<file path="config.mk">
export PLATFORM = sky130hd
export DESIGN_NAME = der_ecdsa_signature_unpacker_top_flat
export DESIGN_NICKNAME = d
export VERILOG_FILES = /design/src/rtl/der_unpk_pkg.sv /design/src/rtl/der_unpk_if.sv /design/src/rtl/der_unpk_parser.sv /design/src/rtl/der_ecdsa_signature_unpacker_top.sv /design/src/flat_wrapper.sv
export SDC_FILE = /design/constraint.sdc
export NUM_CORES = 1
export LEC_CHECK = 0
export BUFFER_PORTS_ARGS = -buffer_cell sky130_fd_sc_hd__buf_2
export CELL_PAD_IN_SITES_DETAIL_PLACEMENT = 1
export CELL_PAD_IN_SITES_GLOBAL_PLACEMENT = 1
export CORE_MARGIN = 5
export CORE_UTILIZATION = 45
export CTS_BUF_LIST = sky130_fd_sc_hd__clkbuf_8
export CTS_CLUSTER_DIAMETER = 30
export CTS_CLUSTER_SIZE = 24
export DETAILED_ROUTE_END_ITERATION = 8
export PLACE_DENSITY = 0.92
export SLEW_MARGIN = 40
export SYNTH_ARGS = -nofsm -noshare
export SYNTH_HDL_FRONTEND = slang
export SYNTH_HIERARCHICAL = 1
export SYNTH_SLANG_ARGS = --single-unit
</file>
<file path="constraint.sdc">
create_clock -name clk -period 4.6 [get_ports clk]
set_clock_uncertainty 0.05 [all_clocks]
set_input_delay 0.23 -clock clk [delete_from_list [all_inputs] [get_ports clk]]
set_output_delay 0.23 -clock clk [all_outputs]
set_load 0.01 [all_outputs]
</file>
<file path="src/rtl/der_unpk_pkg.sv">
// ----------------------------------------------------------------------------
// DER signature unpacker package
// Status codes and the result record shared by the parser and the top level.
// ----------------------------------------------------------------------------
package der_unpk_pkg;

	localparam logic [7:0] SEQ_TAG = 8'h30;
	localparam logic [7:0] INT_TAG = 8'h02;

	typedef enum logic [2:0] {
		ST_OK     = 3'd0,
		ST_SEQTAG = 3'd1,
		ST_LEN    = 3'd2,
		ST_INTTAG = 3'd3,
		ST_OVER   = 3'd4
	} status_t;

	typedef struct packed {
		logic [7:0] out_byte;
		logic       byte_valid;
		logic       done_res;
		status_t    status;
		logic [7:0] raw_length;
	} res_t;

endpackage

</file>
<file path="src/rtl/der_unpk_if.sv">
// ----------------------------------------------------------------------------
// DER signature unpacker channels
// Valid/ready channels for signature bytes in and raw r/s results out.
// ----------------------------------------------------------------------------
interface der_unpk_in_if;
	logic       valid;
	logic       ready;
	logic [7:0] data_byte;
	logic       start_req;
	logic [7:0] total_length;

	modport source (output valid, data_byte, start_req, total_length, input ready);
	modport sink   (input valid, data_byte, start_req, total_length, output ready);
endinterface

interface der_unpk_out_if;
	logic       valid;
	logic       ready;
	logic [7:0] out_byte;
	logic       byte_valid;
	logic       done_res;
	logic [2:0] status;
	logic [7:0] raw_length;

	modport source (output valid, out_byte, byte_valid, done_res, status, raw_length,
		input ready);
	modport sink   (input valid, out_byte, byte_valid, done_res, status, raw_length,
		output ready);
endinterface

</file>
<file path="src/rtl/der_unpk_parser.sv">
// ----------------------------------------------------------------------------
// DER signature parser
// Holds the parse state and works out the result of one accepted beat.
// ----------------------------------------------------------------------------
module der_unpk_parser #(
	parameter int MAX_RAW_BYTES = 128
) (
	input  logic               clk,
	input  logic               arst_n,
	input  logic               take,
	input  logic [7:0]         data_byte,
	input  logic               start_req,
	input  logic [7:0]         total_length,
	output logic               res_valid,
	output der_unpk_pkg::res_t res
);
	import der_unpk_pkg::*;

	localparam int CNT_W = $clog2(MAX_RAW_BYTES + 1);
	localparam logic [CNT_W-1:0] MaxCnt = CNT_W'(MAX_RAW_BYTES);

	typedef enum logic [3:0] {
		PH_IDLE   = 4'd0,
		PH_SEQLEN = 4'd1,
		PH_TAG1   = 4'd2,
		PH_LEN1   = 4'd3,
		PH_SKIP1  = 4'd4,
		PH_COPY1  = 4'd5,
		PH_TAG2   = 4'd6,
		PH_LEN2   = 4'd7,
		PH_SKIP2  = 4'd8,
		PH_COPY2  = 4'd9,
		PH_DONE   = 4'd10
	} phase_t;

	phase_t           phase_q, phase_d;
	logic [7:0]       remaining_q, remaining_d;
	logic [CNT_W-1:0] count_q, count_d;
	logic             second;
	logic [7:0]       even_len;
	logic [7:0]       rem_dec;
	logic [CNT_W-1:0] cnt_inc;

	assign second   = (phase_q == PH_LEN2) || (phase_q == PH_SKIP2) || (phase_q == PH_COPY2);
	assign even_len = {data_byte[7:1], 1'b0};
	assign rem_dec  = remaining_q - 8'd1;
	assign cnt_inc  = count_q + CNT_W'(1);

	always_comb begin
		phase_d     = phase_q;
		remaining_d = remaining_q;
		count_d     = count_q;
		res_valid   = 1'b0;
		res         = '0;
		if (start_req) begin
			remaining_d = '0;
			count_d     = '0;
			if (data_byte != SEQ_TAG) begin
				phase_d    = PH_DONE;
				res_valid  = 1'b1;
				res.done_res = 1'b1;
				res.status = ST_SEQTAG;
			end else begin
				phase_d = PH_SEQLEN;
			end
		end else begin
			case (phase_q)
				PH_SEQLEN: begin
					if (total_length < 8'd2 || data_byte != total_length - 8'd2) begin
						phase_d      = PH_DONE;
						res_valid    = 1'b1;
						res.done_res = 1'b1;
						res.status   = ST_LEN;
						res.raw_length = 8'(count_q);
					end else begin
						phase_d = PH_TAG1;
					end
				end
				PH_TAG1, PH_TAG2: begin
					if (data_byte != INT_TAG) begin
						phase_d      = PH_DONE;
						res_valid    = 1'b1;
						res.done_res = 1'b1;
						res.status   = ST_INTTAG;
						res.raw_length = 8'(count_q);
					end else begin
						phase_d = (phase_q == PH_TAG1) ? PH_LEN1 : PH_LEN2;
					end
				end
				PH_LEN1, PH_LEN2: begin
					remaining_d = even_len;
					if (data_byte[0]) begin
						phase_d = second ? PH_SKIP2 : PH_SKIP1;
					end else if (even_len == 8'd0) begin
						if (second) begin
							phase_d        = PH_DONE;
							res_valid      = 1'b1;
							res.done_res   = 1'b1;
							res.raw_length = 8'(count_q);
						end else begin
							phase_d = PH_TAG2;
						end
					end else begin
						phase_d = second ? PH_COPY2 : PH_COPY1;
					end
				end
				PH_SKIP1, PH_SKIP2: begin
					if (remaining_q == 8'd0) begin
						if (second) begin
							phase_d        = PH_DONE;
							res_valid      = 1'b1;
							res.done_res   = 1'b1;
							res.raw_length = 8'(count_q);
						end else begin
							phase_d = PH_TAG2;
						end
					end else begin
						phase_d = second ? PH_COPY2 : PH_COPY1;
					end
				end
				PH_COPY1, PH_COPY2: begin
					res_valid = 1'b1;
					if (count_q == MaxCnt) begin
						// buffer full: drop the byte and close with overflow
						phase_d        = PH_DONE;
						res.done_res   = 1'b1;
						res.status     = ST_OVER;
						res.raw_length = 8'(count_q);
					end else begin
						count_d        = cnt_inc;
						remaining_d    = rem_dec;
						res.out_byte   = data_byte;
						res.byte_valid = 1'b1;
						if (rem_dec == 8'd0) begin
							if (second) begin
								phase_d        = PH_DONE;
								res.done_res   = 1'b1;
								res.raw_length = 8'(cnt_inc);
							end else begin
								phase_d = PH_TAG2;
							end
						end
					end
				end
				default: begin
				end
			endcase
		end
	end

	always_ff @(posedge clk or negedge arst_n) begin
		if (!arst_n) begin
			phase_q     <= PH_IDLE;
			remaining_q <= '0;
			count_q     <= '0;
		end else if (take) begin
			phase_q     <= phase_d;
			remaining_q <= remaining_d;
			count_q     <= count_d;
		end
	end

	a_count_bound: assert property (@(posedge clk) disable iff (!arst_n)
		count_q <= MaxCnt)
		else $error("emitted count beyond buffer size");

	a_remaining_even: assert property (@(posedge clk) disable iff (!arst_n)
		(phase_q == PH_SKIP1 || phase_q == PH_SKIP2) |-> remaining_q[0] == 1'b0)
		else $error("odd remaining count at sign pad");

	a_copy_nonzero: assert property (@(posedge clk) disable iff (!arst_n)
		(phase_q == PH_COPY1 || phase_q == PH_COPY2) |-> remaining_q != 8'd0)
		else $error("copy phase with nothing left to copy");

endmodule

</file>
<file path="src/rtl/der_ecdsa_signature_unpacker_top.sv">
// ----------------------------------------------------------------------------
// DER ECDSA signature unpacker
// Streams a DER SEQUENCE { INTEGER r, INTEGER s } one byte per beat on sig and
// returns the raw r and s content bytes, in r-then-s order, on raw. The
// sequence tag, the sequence length (total_length - 2, sampled with the second
// byte) and both integer tags are checked; an odd integer length drops its
// first content byte as the sign pad. Each signature ends in one beat with
// done_res set, carrying status and the count of bytes sent; on a nonzero
// status the consumer discards the bytes of that signature. The last s byte
// and the ok status share one beat. More than MAX_RAW_BYTES content bytes end
// the signature with an overflow status. start_req restarts at any beat,
// abandoning a signature in progress; bytes after the final beat are dropped
// until the next start. sig accepts a beat in every cycle in which the
// single result register on raw is empty or is being drained, and a result
// appears on raw in the cycle after its byte.
// ----------------------------------------------------------------------------
module der_ecdsa_signature_unpacker_top #(
	parameter int MAX_RAW_BYTES = 128
) (
	input  logic           clk,
	input  logic           arst_n,
	der_unpk_in_if.sink    sig,
	der_unpk_out_if.source raw
);
	import der_unpk_pkg::*;

	logic take;
	logic res_valid;
	res_t res;
	logic valid_q;
	res_t res_q;

	// Accept while the result register is free or being taken this cycle.
	assign sig.ready = !valid_q || raw.ready;
	assign take      = sig.valid && sig.ready;

	der_unpk_parser #(
		.MAX_RAW_BYTES(MAX_RAW_BYTES)
	) u_parser (
		.clk         (clk),
		.arst_n      (arst_n),
		.take        (take),
		.data_byte   (sig.data_byte),
		.start_req   (sig.start_req),
		.total_length(sig.total_length),
		.res_valid   (res_valid),
		.res         (res)
	);

	// Hold the result until the consumer takes it; advance on a new result.
	always_ff @(posedge clk or negedge arst_n) begin
		if (!arst_n) begin
			valid_q <= 1'b0;
		end else if (take && res_valid) begin
			valid_q <= 1'b1;
		end else if (raw.ready) begin
			valid_q <= 1'b0;
		end
	end

	always_ff @(posedge clk) begin
		if (take && res_valid) begin
			res_q <= res;
		end
	end

	assign raw.valid      = valid_q;
	assign raw.out_byte   = res_q.out_byte;
	assign raw.byte_valid = res_q.byte_valid;
	assign raw.done_res   = res_q.done_res;
	assign raw.status     = res_q.status;
	assign raw.raw_length = res_q.raw_length;

	// Every result beat carries a byte, a final status, or both.
	a_beat_has_content: assert property (@(posedge clk) disable iff (!arst_n)
		raw.valid |-> (raw.byte_valid || raw.done_res))
		else $error("empty result beat");

	// A beat without a byte shows a zero byte; a beat without done shows no status.
	a_zero_fields: assert property (@(posedge clk) disable iff (!arst_n)
		raw.valid |-> ((raw.byte_valid || raw.out_byte == 8'd0) &&
			(raw.done_res || (raw.status == ST_OK && raw.raw_length == 8'd0))))
		else $error("stray field in result beat");

	// A result held back by the consumer blocks the input side.
	a_no_overrun: assert property (@(posedge clk) disable iff (!arst_n)
		(raw.valid && !raw.ready) |-> !sig.ready)
		else $error("input accepted over a pending result");

endmodule
</file>
<file path="src/flat_wrapper.sv">
// flat-port wrapper written by rule: the top's interface ports become plain ports
module der_ecdsa_signature_unpacker_top_flat import der_unpk_pkg::*;
#(
	parameter int MAX_RAW_BYTES = 128
)
  (clk, arst_n, sig_valid, sig_data_byte, sig_start_req, sig_total_length, sig_ready, raw_valid, raw_out_byte, raw_byte_valid, raw_done_res, raw_status, raw_raw_length, raw_ready);
  der_unpk_in_if sig_i ();
  der_unpk_out_if raw_i ();
  input  logic clk;
  input  logic arst_n;
  input wire logic [$bits(sig_i.valid)-1:0] sig_valid;
  input wire logic [$bits(sig_i.data_byte)-1:0] sig_data_byte;
  input wire logic [$bits(sig_i.start_req)-1:0] sig_start_req;
  input wire logic [$bits(sig_i.total_length)-1:0] sig_total_length;
  output wire logic [$bits(sig_i.ready)-1:0] sig_ready;
  output wire logic [$bits(raw_i.valid)-1:0] raw_valid;
  output wire logic [$bits(raw_i.out_byte)-1:0] raw_out_byte;
  output wire logic [$bits(raw_i.byte_valid)-1:0] raw_byte_valid;
  output wire logic [$bits(raw_i.done_res)-1:0] raw_done_res;
  output wire logic [$bits(raw_i.status)-1:0] raw_status;
  output wire logic [$bits(raw_i.raw_length)-1:0] raw_raw_length;
  input wire logic [$bits(raw_i.ready)-1:0] raw_ready;
  assign sig_i.valid = sig_valid;
  assign sig_i.data_byte = sig_data_byte;
  assign sig_i.start_req = sig_start_req;
  assign sig_i.total_length = sig_total_length;
  assign sig_ready = sig_i.ready;
  assign raw_valid = raw_i.valid;
  assign raw_out_byte = raw_i.out_byte;
  assign raw_byte_valid = raw_i.byte_valid;
  assign raw_done_res = raw_i.done_res;
  assign raw_status = raw_i.status;
  assign raw_raw_length = raw_i.raw_length;
  assign raw_i.ready = raw_ready;
  der_ecdsa_signature_unpacker_top #(.MAX_RAW_BYTES(MAX_RAW_BYTES)) u_core (.clk(clk), .arst_n(arst_n), .sig(sig_i), .raw(raw_i));
endmodule
</file>
; ---- Yosys cells after proc, flatten, opt, wreduce, memory -nomap -nowiden
; Cells that the tools add are included.
[word_totals]
mem_bits_ro = 0
inputBits = 21
mem_bits_rw = 0
wordCells = 102
reg_bits = 42
output_inout_bits = 23
n_memories = 0
latchBits = 0
[classes]
magnitude_cmp = 1
n_eq_ne = 16
n_bitwise = 1
n_shift = 0
addsub = 3
n_div = 0
muxes = 49
n_reduce_logical = 23
multipliers = 0
[ops]
columns = cell, n
row1 = 8-bit 2-to-1 mux, 12
row2 = 4-bit 2-to-1 mux, 14
row3 = 8-bit case mux with 5 select lines, 1
row4 = 8-bit zero test, 3
row5 = 12-bit 2-to-1 mux, 2
row6 = 4-bit case mux with 5 select lines, 1
row7 = "4-bit by 3-bit equality test with 1-bit output, second input constant", 4
row8 = 8-bit case mux with 2 select lines, 1
row9 = 1-bit 2-to-1 mux, 13
row10 = 1-bit case mux with 5 select lines, 2
row11 = 2-bit OR reduction, 5
row12 = 3-bit case mux with 3 select lines, 1
row13 = 3-bit AND reduction, 3
row14 = "8-bit by 1-bit adder with 8-bit output, second input constant", 1
row15 = "4-bit by 2-bit equality test with 1-bit output, second input constant", 2
row16 = "4-bit equality test, second input constant", 2
row17 = "8-bit equality test, second input constant", 1
row18 = "8-bit by 2-bit less-than comparator with 1-bit output, second input constant", 1
row19 = "8-bit by 2-bit inequality test with 1-bit output, second input constant", 1
row20 = "8-bit by 6-bit inequality test with 1-bit output, second input constant", 1
row21 = 8-bit inequality test, 1
row22 = "8-bit by 1-bit subtractor with 8-bit output, second input constant", 1
row23 = "8-bit by 2-bit subtractor with 8-bit output, second input constant", 1
row24 = 3-bit 2-to-1 mux, 2
row25 = other kinds (12), 17

; ---- Logic depth before layout (Yosys ltp)
; Gate-level depths: netlist of the first run.
[depth]
word_depth = 10
ltp_mapped = 10
depth_no_buf = 10

; ---- Hierarchy
; Netlist of the first run, hierarchy kept.
[modules_own_cells]
columns = mod, area_each_um2, instances, cells_each
row1 = der_unpk_parser, 2120.8, 1, 267
row2 = der_ecdsa_signature_unpacker_top, 699.4, 1, 27

; ---- Worst setup path after synthesis of the first run
; No wires, ideal clock.
[synth_path]
path_type = reg2reg
startpoint = register u_core.u_parser.phase_q[3]
endpoint = register u_core.res_q, in the netlist u_core/raw.byte_valid, enable pin
setup_slack_ns = 2.159
t_arrival_ns = 2.028
t_required_ns = 4.187
stages_incl_launch_ff = 11
cell_sequence = dfrtp_1 -> buf_4 -> and3b_1 -> buf_2 -> nor4bb_1 -> a31oi_1 -> nor2_4 -> nor3_4 -> a31oi_1 -> nand2_1 -> nor2b_4
[synth_between]
elab_chain_cells = 9
word_cells_on_any_way = 22
[synth_rtl]
columns = item, line_no
row1 = start: declaration, der_unpk_parser.sv:36  ; phase_t phase_q, phase_d;
row2 = start signal: assignment, der_unpk_parser.sv:157  ; phase_q <= phase_d;
row3 = 4-bit by 3-bit equality test with 1-bit output / 4-bit equality test (equally long branches), "der_unpk_parser.sv:44, der_unpk_parser.sv:67"
row4 = 1-bit logical OR (2 in a row), der_unpk_parser.sv:44  ; assign second = (phase_q == PH_LEN2) || (phase_q == PH_SKIP2) || (phase_q == PH_COPY2);
row5 = 1-bit 2-to-1 mux, "der_unpk_parser.sv:95, der_unpk_parser.sv:109"
row6 = 1-bit 2-to-1 mux, der_unpk_parser.sv:94  ; end else if (even_len == 8'd0) begin
row7 = 1-bit 2-to-1 mux, der_unpk_parser.sv:92  ; if (data_byte[0]) begin
row8 = 1-bit case mux with 5 select lines (*), der_unpk_parser.sv:67  ; case (phase_q)
row9 = 1-bit 2-to-1 mux (*), der_unpk_parser.sv:55  ; if (start_req) begin
row10 = via u_core.res_valid, der_ecdsa_signature_unpacker_top.sv:28  ; logic res_valid;
row11 = 1-bit logical AND (*), der_ecdsa_signature_unpacker_top.sv:62  ; if (take && res_valid) begin
row12 = end signal: assignment, der_ecdsa_signature_unpacker_top.sv:63  ; res_q <= res;
row13 = end: declaration, der_ecdsa_signature_unpacker_top.sv:31  ; res_t res_q;
; Mark *: on every way through the listed nets, which the timed path passes. The rest lies on a longest branch.
; A chain may end at the register's enable or synchronous reset.

; ---- Worst setup path after layout of the first run
[layout_path]
startpoint = register u_core.u_parser.phase_q[3]
endpoint = register u_core.res_q, in the netlist u_core/raw.out_byte[1], enable pin
; Same word-level chain as after synthesis.

==> results of run 1 <==
==> sequential cells by signal, indices dropped and copies added (netlist names) <==
register,flops
u_core/raw.valid,1
u_core/u_parser/remaining_q,8
u_core/raw.status,3
u_core/raw.out_byte,8
u_core/raw.byte_valid,1
u_core/raw.done_res,1
u_core/raw.raw_length,8
u_core/u_parser/count_q,8
u_core/u_parser/phase_q,4
==> metrics by stage <==
stage	setup slack, ns	power [mW]	utilization	hold WS, ns
2_1_floorplan	2.16	0.715	-	-0.116
3_3_place_gp	1.86	0.802	0.506	0.185
3_5_place_dp	1.75	0.822	0.506	0.188
4_1_cts	1.74	1.18	0.531	0.165
5_1_grt	1.51	1.24	0.531	0.175
6_report	1.73	1.18	0.531	0.167
==> worst max-delay path by stage <==
stage / from / end / slack [ns]
4_1_cts: u_core/u_parser/phase_q[3]$_DFFE_PN0P_ / u_core/raw.status[0]$_DFFE_PP_ / 1.74
6_report: u_core/u_parser/phase_q[3]$_DFFE_PN0P_ / u_core/raw.out_byte[1]$_DFFE_PP_ / 1.73
3_5_place_dp: sig_data_byte[2] / u_core/raw.status[0]$_DFFE_PP_ / 1.75
2_1_floorplan: u_core/u_parser/phase_q[3]$_DFFE_PN0P_ / u_core/raw.byte_valid$_DFFE_PP_ / 2.16
5_1_grt: u_core/u_parser/phase_q[3]$_DFFE_PN0P_ / u_core/raw.out_byte[1]$_DFFE_PP_ / 1.51
3_3_place_gp: sig_data_byte[2] / u_core/raw.out_byte[0]$_DFFE_PP_ / 1.86
==> critical path, cell delays in order, from the launching register on <==
cell and delay (ns):
dfrtp_1 0.51, and3b_1 0.47, nor4bb_1 0.28, a31oi_1 0.13, nor2_4 0.16, nor3_4 0.08, a31oi_1 0.20, nand2_1 0.12
nor2b_4 0.49
==> placed cells by master, fill, tap and decap left out, types with 2 or more instances in the layout <==
cell       count
xor2_1         2
a21o_1         2
ha_1           5
nor3_1         5
o31ai_1        6
mux2_2         2
edfxtp_1      21
inv_1          9
dfrtp_1       21
nor4_4         2
o21ai_0       13
o21a_1         3
and3b_1        2
bufinv_16      2
a311oi_1       6
nand2_1       27
clkbuf_8       5
and3_1         5
nor2b_1        5
buf_2         43
a41oi_1        3
nand2b_1       5
o21ai_1        2
nor2_1        24
mux2i_1        3
nor3_4         3
nor4b_1        2
a21boi_0       2
xnor2_1        7
o22ai_1        2
a32o_1         2
a31oi_1       13
nor4_1         2
nand4_1        4
and2_1        11
nor3b_1        3
nand3_1        9
a21oi_1       19
==> power groups by stage <==
| stage | logic, mW | clock network, mW | registers [mW] |
|---|---|---|---|
| floorplan | 0.218 | 0 | 0.496 |
| CTS | 0.320 | 0.361 | 0.497 |
| global route | 0.352 | 0.383 | 0.505 |
| finish | 0.321 | 0.362 | 0.497 |
| detailed placement | 0.317 | 0 | 0.505 |
| global placement | 0.304 | 0 | 0.499 |
==> area by class of cell <==
| class | count | share of cell area |
|---|---|---|
| well taps | 75 | 0.0295 |
| inverters | 9 | 0.0106 |
| repair buffers | 44 | 0.0708 |
| multi-input cells | 227 | 0.483 |
| flip-flops and latches | 42 | 0.363 |
| clock inverters | 3 | 0.0216 |
| clock buffers | 5 | 0.0216 |
==> kinds of logic (layout without fill, tap and decap cells) <==
family                     count (synthesis)  count (layout)  share of synthesized area
adders and majority gates                  5               5                     0.0222
muxes                                      5               5                     0.0186
xor gates and xnor gates                  10              10                     0.0337
buffers and inverters                     25              61                     0.0457
DFF                                       42              42                      0.410
and+or+nand+nor                          123             123                      0.264
AOI/OAI and AO/OA                         84              84                      0.205
==> repair_timing <==
action / 4_1_cts / 5_1_grt
gates resized for setup: 0 / 0
hold buffers: 1 / 0
setup endpoints to repair: 0 / 0
hold endpoints to repair: 21 / 0
==> per-layer routing <==
| layer | global-route usage | up-vias | part of all wire |
|---|---|---|---|
| met4 | 0.0717 | 0 | 0.015 |
| met3 | 0.0359 | 13 | 0.048 |
| li1 | - | 1166 | - |
| met2 | 0.360 | 80 | 0.50 |
| met5 | 0 | - | 0 |
| met1 | 0.286 | 1223 | 0.43 |
==> run_results.csv, run 1 <==
group,metric,value,unit
run_status,status,"finished clean",
cts,clk_latency,0.31,ns
pwr,seq_power_share,0.421,
drt,wl_per_cell,19.6,µm
floorplanning,die_h,89.2,µm
pwr,p_comb_frac,0.272,
grt,track_usage,0.216,
cts,cts_root_buf,"clkbuf_8",
worst_setup_path,r2r_start,"u_core/u_parser/phase_q[3]$_DFFE_PN0P_",
min_path,hold_depth,3,
worst_setup_path,worstPathRequired,4.49,ns
synth,syn-num-nets,320,
cells_and_area,instances_no_fill,405,
grt,overflow,0,
worst_setup_path,worst_setup_path_end_kind,"register",
timing,fin_setup_tns,0,ns
synth,synth-main-ff-cell,"edfxtp_1",
floorplanning,ios,44,
pwr,p_sw_frac,0.333,
drt,firstDrtPassIters,4,
placed_design,gp_congestion,0.873,
min_path,min_from,"raw_ready",
synth,avgSynthCellArea,9.59,µm²
timing,grt_setup_unrepaired,"no",
drt,ant_nets,0,
drt,vias,2482,
placed_design,place_inst,396,
cells_and_area,syn_to_final_growth,12.8,%
timing,hold_violations,0,
grt,grt_antenna_before_repair,0,
floorplanning,core_area,5990,µm²
synth,ys_types,64,
cells_and_area,nFillCells,685,
pwr,switching_power,0.393,mW
placed_design,post-dp-hpwl,5890,µm
worst_setup_path,worstPathArrival,2.76,ns
drt,wirelength,7940,µm
synth,ys_top_cells_by_area,"edfxtp_1, dfrtp_1, nand2_1",
timing,tightest_slew,0.666,ns
synth,ys_ff_latch,42,
cells_and_area,drive_above_1_share,0.218,
cts,cts_sinks,42,
cells_and_area,fin_nets,355,
cells_and_area,stdcell_area,3180,µm²
synth,yosys.area.top_type_share,0.224,
worst_setup_path,reg2reg_depth,8,
worst_setup_path,reg2reg_to,"u_core/raw.out_byte[1]$_DFFE_PP_",
min_path,hold-path-endpoint,"u_core/raw.valid$_DFFE_PN0P_",
pwr,ir_drop,0.162,mV
pwr,p_int,0.787,mW
cells_and_area,n_antenna_cell,0,
floorplanning,die_area,7950,µm²
drt,drtIter0Drc,177,
pwr,clkPwrFrac,0.307,
timing,maxSlewViolCount,0,
cts,cts_buffer_depth,2,
synth,synth_commonest_cells,"nand2_1, nor2_1, dfrtp_1, edfxtp_1, a21oi_1",
synth,netlist_area,2820,µm²
timing,fmax,349,MHz
worst_setup_path,startpoint_type,"register",
timing,post-route-period-util,0.623,
min_path,hp-class,"input port to register",
drt,drc,0,
placed_design,port_buffers,43,
synth,syn_inst,294,
cells_and_area,regArea,1160,µm²
cts,cts_tree,"built",
cts,cts_buffers,5,
cts,htreeDepth,2,
drt,via_per_inst,6.13,
grt,grt_pass1_wl,13300,µm
synth,post-synth-top-area-cell,"edfxtp_1",
flow_run,cap_violations,0,
worst_setup_path,worst-r2r-setup-slack,1.73,ns
pwr,p_leak,1.24,nW
worst_setup_path,cp_max_fo,21,
cts,cts_setup_buffers,0,
pwr,power_density,371,nW/µm²
floorplanning,start_util,0.471,
placed_design,dpl_cell_area,3030,µm²
cts,clk_pin_slew,0.10,ns
timing,finalSetupViolations,0,
synth,async_flop_share,0.500,
worst_setup_path,crit_type,"register to register",
synth,synth_edf_count,21,
grt,grt_pass1_vias,2627,
cells_and_area,multi_input_area,1540,µm²
synth,yosysSeqAreaShare,0.410,
timing,slew-limit-headroom,0.553,
floorplanning,rows,28,
synth,yosysWarningCount,6,
floorplanning,fp.dieW,89.2,µm
grt,grt_max_degree,22,
synth,synth_most_common_cell,"nand2_1",
timing,fin_crit,2.87,ns
(Power assumes the default switching activity.)
==> run 2, diff against run 1 <==
clock period = 2.75 ns   (was 4.6 ns; I/O delays follow)
==> run 2 against run 1 <==
  * Combinational power grew 120%
  * Setup slack worse by 1.6 ns
  * Power rose by 70%
  * Final cell count up 4.0%
  * Fmax up 7.6%
  * Sequential power up 64%
  * Sequential cell count stayed put
  * Via count rose by 11%
  * Global-route usage increased by 3.6 points
  * Largest cell class unchanged
  * Largest power group unchanged
==> run_results.csv, run 2 (synthesis results as in run 1) <==
group,metric,value,unit
floorplanning,rows,28,
grt,grt_max_degree,22,
worst_setup_path,crit_path_max_incr_delay,0.46,ns
cts,cts_root_buf,"clkbuf_8",
drt,drtIter0Drc,407,
placed_design,post-dp-hpwl,6630,µm
cts,cts_tree,"built",
worst_setup_path,path_depth,11,
cts,cts_buffer_depth,2,
grt,grt_pass1_vias,2854,
cells_and_area,nFillCells,686,
grt,grt_pass1_wl,15100,µm
drt,wl_per_cell,22.9,µm
worst_setup_path,worst_setup_path_end_kind,"register",
cells_and_area,final_common_cell,"buf_2",
timing,maxSlewViolCount,0,
placed_design,dpl_cell_area,3130,µm²
drt,firstDrtPassIters,5,
cells_and_area,instances_no_fill,421,
grt,track_usage,0.253,
worst_setup_path,reg2reg_depth,11,
pwr,ir_drop,0.336,mV
floorplanning,core_area,5990,µm²
worst_setup_path,worstPathRequired,2.72,ns
run_status,status,"finished clean",
floorplanning,die_area,7950,µm²
drt,drc,0,
flow_run,cap_violations,0,
min_path,hp-class,"input port to register",
min_path,hold_depth,3,
cells_and_area,n_antenna_cell,0,
cells_and_area,syn_to_final_growth,17.7,%
placed_design,place_inst,409,
timing,fin_ws,0.0856,ns
worst_setup_path,cp_top_family,"simple AND/OR/NAND/NOR gates",
placed_design,port_buffers,43,
worst_setup_path,worstPathArrival,2.64,ns
pwr,power_density,606,nW/µm²
timing,fmax,375,MHz
cts,htreeDepth,2,
cts,cts_sinks,42,
timing,hold_violations,0,
worst_setup_path,startpoint_type,"register",
grt,overflow,0,
timing,tightest_slew,0.540,ns
worst_setup_path,crit_top_cell,"a31oi_1",
drt,vias,2753,
worst_setup_path,path_buf_inv,2,
worst_setup_path,cp_max_fo,11,
placed_design,place_ws,0.0139,ns
floorplanning,start_util,0.471,
cells_and_area,drive_above_1_share,0.263,
cts,cts_buffers,5,
drt,ant_nets,0,
floorplanning,die_h,89.2,µm
pwr,p_leak,1.33,nW
timing,fin_crit,2.66,ns
timing,finalSetupViolations,0,
placed_design,gp_congestion,0.846,
floorplanning,fp.dieW,89.2,µm
cts,clk_pin_slew,0.08,ns
timing,fin_setup_tns,0,ns
cells_and_area,utilization,0.554,
timing,slew-limit-headroom,0.640,
cells_and_area,stdcell_area,3320,µm²
worst_setup_path,crit_type,"register to register",
worst_setup_path,slowest_stage,"dfrtp_1",
cts,clk_latency,0.30,ns
grt,grt_antenna_before_repair,0,
drt,via_per_inst,6.54,
floorplanning,ios,44,
drt,wirelength,9650,µm
cells_and_area,layout_common_cells,"buf_2, nand2_1, nor2_1, edfxtp_1, dfrtp_1",
worst_setup_path,crit_chain,"inv_1, ha_1, nand2b_1, nor2_1, a31oi_1, nor2_4, nor3_4, a31oi_1, nand2_2, nor2b_4, buf_12",
timing,post-route-period-util,0.969,
cells_and_area,fin_nets,371,
==> run 2: worst paths after layout <==
kind,startpoint,endpoint,slack [ns]
hold / removal,raw_ready,u_core/raw.valid$_DFFE_PN0P_,0.14
setup reg to reg,u_core/u_parser/remaining_q[1]$_DFFE_PN0P_,u_core/raw.raw_length[4]$_DFFE_PP_,0.09
min in group asynchronous,arst_n,u_core/u_parser/remaining_q[2]$_DFFE_PN0P_,0.30
max in group asynchronous,arst_n,u_core/u_parser/phase_q[0]$_DFFE_PN0P_,1.99
setup / recovery,u_core/u_parser/remaining_q[1]$_DFFE_PN0P_,u_core/raw.raw_length[4]$_DFFE_PP_,0.09
hold reg to reg,u_core/u_parser/count_q[7]$_DFFE_PN0P_,u_core/u_parser/count_q[7]$_DFFE_PN0P_,0.54
==> run 2: final cells by class <==
class	count	area, µm²	area share
Clock inverter	3	41.3	0.0124
Sequential cell	42	1160	0.348
Clock buffer	5	68.8	0.0207
Tap cell	75	93.8	0.0283
Timing Repair Buffer	59	363	0.109
Multi-Input combinational cell	228	1560	0.471
Inverter	9	33.8	0.0102
==> run 2: repair_timing <==
action	4_1_cts	5_1_grt
gates resized for setup	1	4
hold buffers	1	0
hold endpoints to repair	21	0
buffers inserted	0	2
cloned	1	0
setup endpoints to repair	21	27
==> run 2: per-layer routing <==
metal | global-route usage | up-vias | share of wire
li1 | - | 1197 | -
met1 | 0.312 | 1360 | 0.39
met2 | 0.435 | 159 | 0.51
met3 | 0.0387 | 37 | 0.066
met4 | 0.110 | 0 | 0.037
met5 | 0 | - | 0
==> run 2: stage by stage <==
| step | power (mW) | hold slack [ns] |
|---|---|---|
| 2_1_floorplan | 1.20 | -0.208 |
| 3_3_place_gp | 1.39 | 0.0933 |
| 3_5_place_dp | 1.45 | 0.0927 |
| 4_1_cts | 1.96 | 0.138 |
| 5_1_grt | 2.10 | 0.136 |
| 6_report | 2.01 | 0.143 |
==> run 2: worst min-delay path: cells and delay by family <==
kind	cells	cell delay, ns
buffers and inverters	1	0.08
and+or+nand+nor	2	0.23
==> run 2: power breakdown <==
part           internal [mW]  switching [mW]
clock                  0.267           0.229
sequential             0.748          0.0675
combinational          0.278           0.421
